### config.mk
export PLATFORM = sky130hd
export DESIGN_NAME = chol_ctrl
export DESIGN_NICKNAME = d
export VERILOG_FILES = /design/src/hdl/chol_pkg.sv /design/src/hdl/chol_ctrl.sv
export SDC_FILE = /design/constraint.sdc
export NUM_CORES = 1
export LEC_CHECK = 0
export BUFFER_PORTS_ARGS = -buffer_cell sky130_fd_sc_hd__buf_2
export CAP_MARGIN = 5
export CORE_ASPECT_RATIO = 0.8
export CORE_MARGIN = 1.5
export CORE_UTILIZATION = 45
export CTS_CLUSTER_DIAMETER = 50
export DETAILED_ROUTE_END_ITERATION = 10
export GPL_TIMING_DRIVEN = 1
export HOLD_SLACK_MARGIN = 0.1
export PLACE_DENSITY = 0.77
export SLEW_MARGIN = 20
export SYNTH_ARGS = -nofsm -noshare
export SYNTH_HDL_FRONTEND = slang
export SYNTH_SLANG_ARGS = --single-unit
export TNS_END_PERCENT = 100
### constraint.sdc
create_clock -name clk -period 3.37 [get_ports clk]
set_clock_uncertainty 0.1 [all_clocks]
set_input_delay 0 -clock clk [delete_from_list [all_inputs] [get_ports clk]]
set_output_delay 0 -clock clk [all_outputs]
set_load 0.01 [all_outputs]
### src/hdl/chol_pkg.sv
// chol_pkg: shared types, sizes and address helpers for the cholesky solver
// depends on nothing; used by the controller, the datapath and the top level
package chol_pkg;

    localparam int DIM       = 4;
    localparam int IW        = $clog2(DIM);
    localparam int TRI_N     = DIM * (DIM + 1) / 2;
    localparam int A_RHS     = TRI_N;
    localparam int L_BASE    = TRI_N + DIM;
    localparam int Y_BASE    = L_BASE + TRI_N;
    localparam int X_BASE    = Y_BASE + DIM;
    localparam int MEM_DEPTH = X_BASE + DIM;
    localparam int AW        = $clog2(MEM_DEPTH);
    localparam int DW        = 32;

    typedef enum logic [3:0] {
        OP_NOP,
        OP_BASE,
        OP_MUL,
        OP_RND,
        OP_ACC,
        OP_DIV,
        OP_SQRT,
        OP_EMIT,
        OP_CLR
    } op_t;

    typedef struct packed {
        op_t           op;
        logic          load_in;
        logic [AW-1:0] addr_a;
        logic [AW-1:0] addr_b;
        logic [AW-1:0] wr_addr;
        logic          kind;
        logic [1:0]    row;
        logic [1:0]    col;
        logic          last;
    } cmd_t;

    typedef struct packed {
        logic unit_busy;
        logic out_hold;
    } sts_t;

    // packed lower-triangle index of (r, c)
    function automatic logic [AW-1:0] tri_idx(input logic [IW-1:0] r,
                                              input logic [IW-1:0] c);
        logic [AW-1:0] rr;
        rr = AW'(r);
        return AW'((rr * (rr + 1'b1)) >> 1) + AW'(c);
    endfunction

    function automatic logic [AW-1:0] l_addr(input logic [IW-1:0] r,
                                             input logic [IW-1:0] c);
        return AW'(L_BASE) + tri_idx(r, c);
    endfunction

endpackage

### src/hdl/chol_ctrl.sv
// chol_ctrl: sequencer for load, factor, forward, back substitution and emit
// depends on chol_pkg; drives the datapath through cmd_t, reads sts_t
module chol_ctrl (
    input  logic            clk,
    input  logic            rst_n,
    input  logic            in_valid,
    input  logic            in_last,
    output logic            in_ready,
    output chol_pkg::cmd_t  cmd,
    input  chol_pkg::sts_t  sts
);
    import chol_pkg::*;

    typedef enum logic [3:0] {
        S_IDLE,
        S_BASE_RD,
        S_BASE,
        S_P_RD,
        S_P_MUL,
        S_P_RND,
        S_P_ACC,
        S_DEN_RD,
        S_START,
        S_WAIT,
        S_E_RD,
        S_E_LD
    } state_t;

    typedef enum logic [2:0] {
        PH_FACT,
        PH_FWD,
        PH_BACK,
        PH_EMIT_L,
        PH_EMIT_X
    } phase_t;

    localparam logic [IW-1:0] LAST_I = IW'(DIM - 1);

    state_t        state_reg;
    phase_t        phase_reg;
    logic [IW-1:0] i_reg;
    logic [IW-1:0] j_reg;
    logic [IW-1:0] k_reg;

    logic          fire;
    logic [IW-1:0] nprod;
    logic [IW-1:0] jb;
    logic          is_sqrt;
    logic [AW-1:0] base_addr;
    logic [AW-1:0] pa_addr;
    logic [AW-1:0] pb_addr;
    logic [AW-1:0] den_addr;
    logic [AW-1:0] dst_addr;
    logic [AW-1:0] emit_addr;

    assign in_ready = (state_reg == S_IDLE);
    assign fire     = in_valid && in_ready;
    assign jb       = i_reg + IW'(1) + k_reg;
    assign is_sqrt  = (phase_reg == PH_FACT) && (j_reg == i_reg);

    always_comb
    begin
        nprod     = j_reg;
        base_addr = tri_idx(i_reg, j_reg);
        pa_addr   = l_addr(i_reg, k_reg);
        pb_addr   = l_addr(j_reg, k_reg);
        den_addr  = l_addr(j_reg, j_reg);
        dst_addr  = l_addr(i_reg, j_reg);
        emit_addr = l_addr(i_reg, j_reg);
        case (phase_reg)
            PH_FWD:
            begin
                nprod     = i_reg;
                base_addr = AW'(A_RHS) + AW'(i_reg);
                pb_addr   = AW'(Y_BASE) + AW'(k_reg);
                den_addr  = l_addr(i_reg, i_reg);
                dst_addr  = AW'(Y_BASE) + AW'(i_reg);
            end
            PH_BACK:
            begin
                nprod     = LAST_I - i_reg;
                base_addr = AW'(Y_BASE) + AW'(i_reg);
                pa_addr   = l_addr(jb, i_reg);
                pb_addr   = AW'(X_BASE) + AW'(jb);
                den_addr  = l_addr(i_reg, i_reg);
                dst_addr  = AW'(X_BASE) + AW'(i_reg);
            end
            PH_EMIT_X:
            begin
                emit_addr = AW'(X_BASE) + AW'(i_reg);
            end
            default:
            begin
            end
        endcase
    end

    always_comb
    begin
        cmd         = '0;
        cmd.op      = OP_NOP;
        cmd.load_in = fire;
        cmd.addr_b  = pb_addr;
        cmd.wr_addr = dst_addr;
        cmd.kind    = (phase_reg == PH_EMIT_X);
        cmd.row     = 2'(i_reg);
        cmd.col     = 2'(j_reg);
        cmd.last    = (phase_reg == PH_EMIT_X) && (i_reg == LAST_I);
        cmd.addr_a  = pa_addr;
        case (state_reg)
            S_IDLE:
            begin
                if (fire && in_last)
                begin
                    cmd.op = OP_CLR;
                end
            end
            S_BASE_RD: cmd.addr_a = base_addr;
            S_BASE:
            begin
                cmd.addr_a = base_addr;
                cmd.op     = OP_BASE;
            end
            S_P_MUL: cmd.op = OP_MUL;
            S_P_RND: cmd.op = OP_RND;
            S_P_ACC: cmd.op = OP_ACC;
            S_DEN_RD: cmd.addr_a = den_addr;
            S_START:
            begin
                cmd.addr_a = den_addr;
                cmd.op     = is_sqrt ? OP_SQRT : OP_DIV;
            end
            S_E_RD: cmd.addr_a = emit_addr;
            S_E_LD:
            begin
                cmd.addr_a = emit_addr;
                cmd.op     = OP_EMIT;
            end
            default:
            begin
            end
        endcase
    end

    always_ff @(posedge clk or negedge rst_n)
    begin
        if (!rst_n)
        begin
            state_reg <= S_IDLE;
            phase_reg <= PH_FACT;
            i_reg     <= '0;
            j_reg     <= '0;
            k_reg     <= '0;
        end
        else
        begin
            case (state_reg)
                S_IDLE:
                begin
                    if (fire && in_last)
                    begin
                        phase_reg <= PH_FACT;
                        i_reg     <= '0;
                        j_reg     <= '0;
                        state_reg <= S_BASE_RD;
                    end
                end
                S_BASE_RD: state_reg <= S_BASE;
                S_BASE:
                begin
                    k_reg     <= '0;
                    state_reg <= (nprod == '0) ? S_DEN_RD : S_P_RD;
                end
                S_P_RD:  state_reg <= S_P_MUL;
                S_P_MUL: state_reg <= S_P_RND;
                S_P_RND: state_reg <= S_P_ACC;
                S_P_ACC:
                begin
                    k_reg     <= k_reg + IW'(1);
                    state_reg <= (k_reg == nprod - IW'(1)) ? S_DEN_RD : S_P_RD;
                end
                S_DEN_RD: state_reg <= S_START;
                S_START:  state_reg <= S_WAIT;
                S_WAIT:
                begin
                    if (!sts.unit_busy)
                    begin
                        state_reg <= S_BASE_RD;
                        case (phase_reg)
                            PH_FACT:
                            begin
                                if (j_reg != i_reg)
                                begin
                                    j_reg <= j_reg + IW'(1);
                                end
                                else if (i_reg != LAST_I)
                                begin
                                    i_reg <= i_reg + IW'(1);
                                    j_reg <= '0;
                                end
                                else
                                begin
                                    phase_reg <= PH_FWD;
                                    i_reg     <= '0;
                                    j_reg     <= '0;
                                end
                            end
                            PH_FWD:
                            begin
                                if (i_reg != LAST_I)
                                begin
                                    i_reg <= i_reg + IW'(1);
                                end
                                else
                                begin
                                    phase_reg <= PH_BACK;
                                end
                            end
                            default:
                            begin
                                if (i_reg != '0)
                                begin
                                    i_reg <= i_reg - IW'(1);
                                end
                                else
                                begin
                                    phase_reg <= PH_EMIT_L;
                                    j_reg     <= '0;
                                    state_reg <= S_E_RD;
                                end
                            end
                        endcase
                    end
                end
                S_E_RD:
                begin
                    if (!sts.out_hold)
                    begin
                        state_reg <= S_E_LD;
                    end
                end
                S_E_LD:
                begin
                    state_reg <= S_E_RD;
                    if (phase_reg == PH_EMIT_L)
                    begin
                        if (j_reg != i_reg)
                        begin
                            j_reg <= j_reg + IW'(1);
                        end
                        else if (i_reg != LAST_I)
                        begin
                            i_reg <= i_reg + IW'(1);
                            j_reg <= '0;
                        end
                        else
                        begin
                            phase_reg <= PH_EMIT_X;
                            i_reg     <= '0;
                            j_reg     <= '0;
                        end
                    end
                    else if (i_reg != LAST_I)
                    begin
                        i_reg <= i_reg + IW'(1);
                    end
                    else
                    begin
                        state_reg <= S_IDLE;
                    end
                end
                default: state_reg <= S_IDLE;
            endcase
        end
    end

endmodule

==> qor.csv <==
metric,value,unit
crit_chain,"inv_1, buf_4, ha_1, xnor2_2, xnor2_2, inv_1, ha_1, ha_1, ha_1, inv_1, ha_1, xnor2_1, nand3_1, a21boi_1, o32ai_1, buf_2",
worst_path_most_repeated_cell,ha_1,
hp-class,in2reg,
vias_per_cell,6.19,
critical_path.startpoint,i_reg[0]$_DFFE_PN0P_,
cp.depth,16,
synthFlopType,dfrtp_1,
clkPwrFrac,0.051,
htree_levels,1,
place_congestion,0.962,
coreArea,5150,µm²
synth_warnings,0,
grt_max_degree,24,
final_common_cell,ha_1,
min_period,3.19,ns
slew_viol_final,0,
ioPinCount,33,
setup_viol,0,
cp-start-kind,flip-flop,
drt-wirelength-per-cell,17.0,µm
synth_seq_area_share,0.132,
setup_ws,0.178,ns
synth_edf_count,0,
firstDrtPassIters,6,
fp.dieH,69.3,µm
required,3.27,ns
status,"finished, final reports clean",
ir_worst_vdd,0.410,mV
syn_inst,324,
p_per_area,968,nW/µm²
holdPathStages,4,
overflow,0,
hpwl,5.32,mm
crit_path_end_kind,output port,
n_antenna_cell,0,
fin_util,0.549,
groute.usage.overall,0.242,
layout_common_cells,"38 x ha_1, 34 x nand2_1, 32 x buf_2, 24 x nor2_1",
ys_types,58,
ys_ff_latch,13,
cts.clk_slew.worst_paths,0.06,ns
vias,2606,
arrival,3.09,ns
fin_crit_sh,0.947,
hold_viol_final,0,
critPathTopFamily,adder cells,
cp.buffers_inverters,5,
worstMarginPinSlew,0.703,ns
grt_pass1_wl,11.8,mm
cts_inserted_buffers,3,
layout-drive-gt1-share,0.181,
crit_type,reg2out,
grt_pass1_vias,2402,
drc,0,
max_stage_delay,0.35,ns
cts_root_buffer,clkbuf_8,
leakagePower,1.35,nW
start_util,0.480,
internal-power,1.26,mW
die_x,85.9,µm
ant_nets,0,
fmax,0.313,GHz
clk-insertion-delay-late,0.24,ns
r2r_setup_slack,0.89,ns
drv_cap,0,
syn_to_final_growth,14.4,%
clkSinkCount,13,
p_sw,1.48,mW
rr_worst_depth,7,
cts_tree,yes,
sw_frac_of_total,0.540,
crit_fanout,4,
hp-start,in_last,
min_to,state_reg[1]$_DFFE_PN0P_,
die_area,5950,µm²
antenna_found_initial,0,
r2r-end,state_reg[2]$_DFFE_PN0P_,
final_cells,421,
p_comb_frac,0.825,
post-place-ws,0.257,ns
dp_cells,412,
slew_headroom,0.528,
clockBufferDepth,2,
port_buffers,32,
reg2reg_from,phase_reg[1]$_DFFE_PN0P_,
largest_reg_flops,4,
drt_iter0_drc,367,
crit_path_top_delay_cell,dfrtp_1,
fin_nets,405,
rows,23,
seq_power_share,0.124,
finalWirelength,7.17,mm
synthArstFlopShare,1.00,
syn_nets,369,
synthesis.area,2470,µm²
postSynthAreaPerCell,7.63,µm²
[how the worst max path moves through the flow]
stage	end	slack, ns
6_report	cmd[19]	0.18
5_1_grt	cmd[19]	-0.04
4_1_cts	cmd[19]	0.08
3_5_place_dp	cmd[19]	0.26
3_3_place_gp	cmd[19]	0.38
2_1_floorplan	cmd[19]	0.12
[layer usage]
metal	vias to the layer above	routed length, µm	global-route usage
met3	16	617	0.0274
met2	131	3190	0.376
met4	0	78	0.0412
li1	1234	-	-
met5	-	0	0
met1	1225	3280	0.361
[area by class of cell]
class | count | area, µm²
clock inverter | 1 | 5.00
sequential | 13 | 325
multi-input combinational | 274 | 2000
timing repair buffer | 52 | 320
inverter | 16 | 60.1
clock buffer | 3 | 41.3
fill | 469 | 2320
tap | 62 | 77.6
[worst min-delay path: cells and delay by family]
kind | cells | cell delay (ns)
AND/OR/NAND/NOR | 1 | 0.08
buffers and inverters | 1 | 0.10
AO/OA/AOI/OAI | 2 | 0.26
[stage by stage]
step | hold WS, ns | power, mW | cell area (µm²) | TNS [ns]
2_1_floorplan | -0.396 | 1.86 | 2470 | 0
3_3_place_gp | -0.198 | 2.45 | 2720 | 0
3_5_place_dp | -0.196 | 2.49 | 2720 | 0
4_1_cts | 0.130 | 2.66 | 2820 | 0
5_1_grt | 0.188 | 3.00 | 2830 | -0.0424
6_report | 0.137 | 2.74 | 2830 | 0
[cell families (layout without fill, tap and decap cells)]
group / Yosys count / count (layout) / synth area share
muxes: 16 / 16 / 0.0673
buffers and inverters: 37 / 72 / 0.0658
DFF: 13 / 13 / 0.132
AOI/OAI and AO/OA: 95 / 95 / 0.265
and+or+nand+nor: 107 / 107 / 0.210
adders and majority gates: 39 / 39 / 0.200
xor gates and xnor gates: 17 / 17 / 0.0602
[what timing repair did]
action / in CTS / in global routing
resized for setup: 1 / 2
hold endpoints to repair: 16 / 0
hold buffers: 4 / 0
pin swaps: 0 / 1
endpoints found under the setup margin: 1 / 2
setup buffers: 0 / 1
[power groups by stage]
stage                     sequential [mW]  combinational [mW]  clock [mW]
final                               0.339                2.26       0.139
after detailed placement            0.337                2.15           0
after global placement              0.334                2.11           0
after floorplan                     0.282                1.58           0
after global routing                0.354                2.50       0.149
after CTS                           0.333                2.18       0.142
[cell usage after synthesis, drive strengths merged (6+ instances only)]
library cell / count / area (µm²)
o22ai: 7 / 43.8
dfrtp: 13 / 325
mux2i: 11 / 110
and3: 6 / 37.5
a21oi: 20 / 104
ha: 38 / 475
clkbuf: 7 / 26.3
buf: 14 / 76.3
nand2b: 7 / 43.8
xnor2: 14 / 123
nand2: 34 / 128
o21ai: 20 / 100
inv: 16 / 60.1
a21boi: 6 / 52.6
nand3: 8 / 45.0
nor2: 24 / 90.1
a31oi: 7 / 43.8
nor3: 6 / 30.0
nor2b: 11 / 68.8
Power figures use the tool's default switching activity.
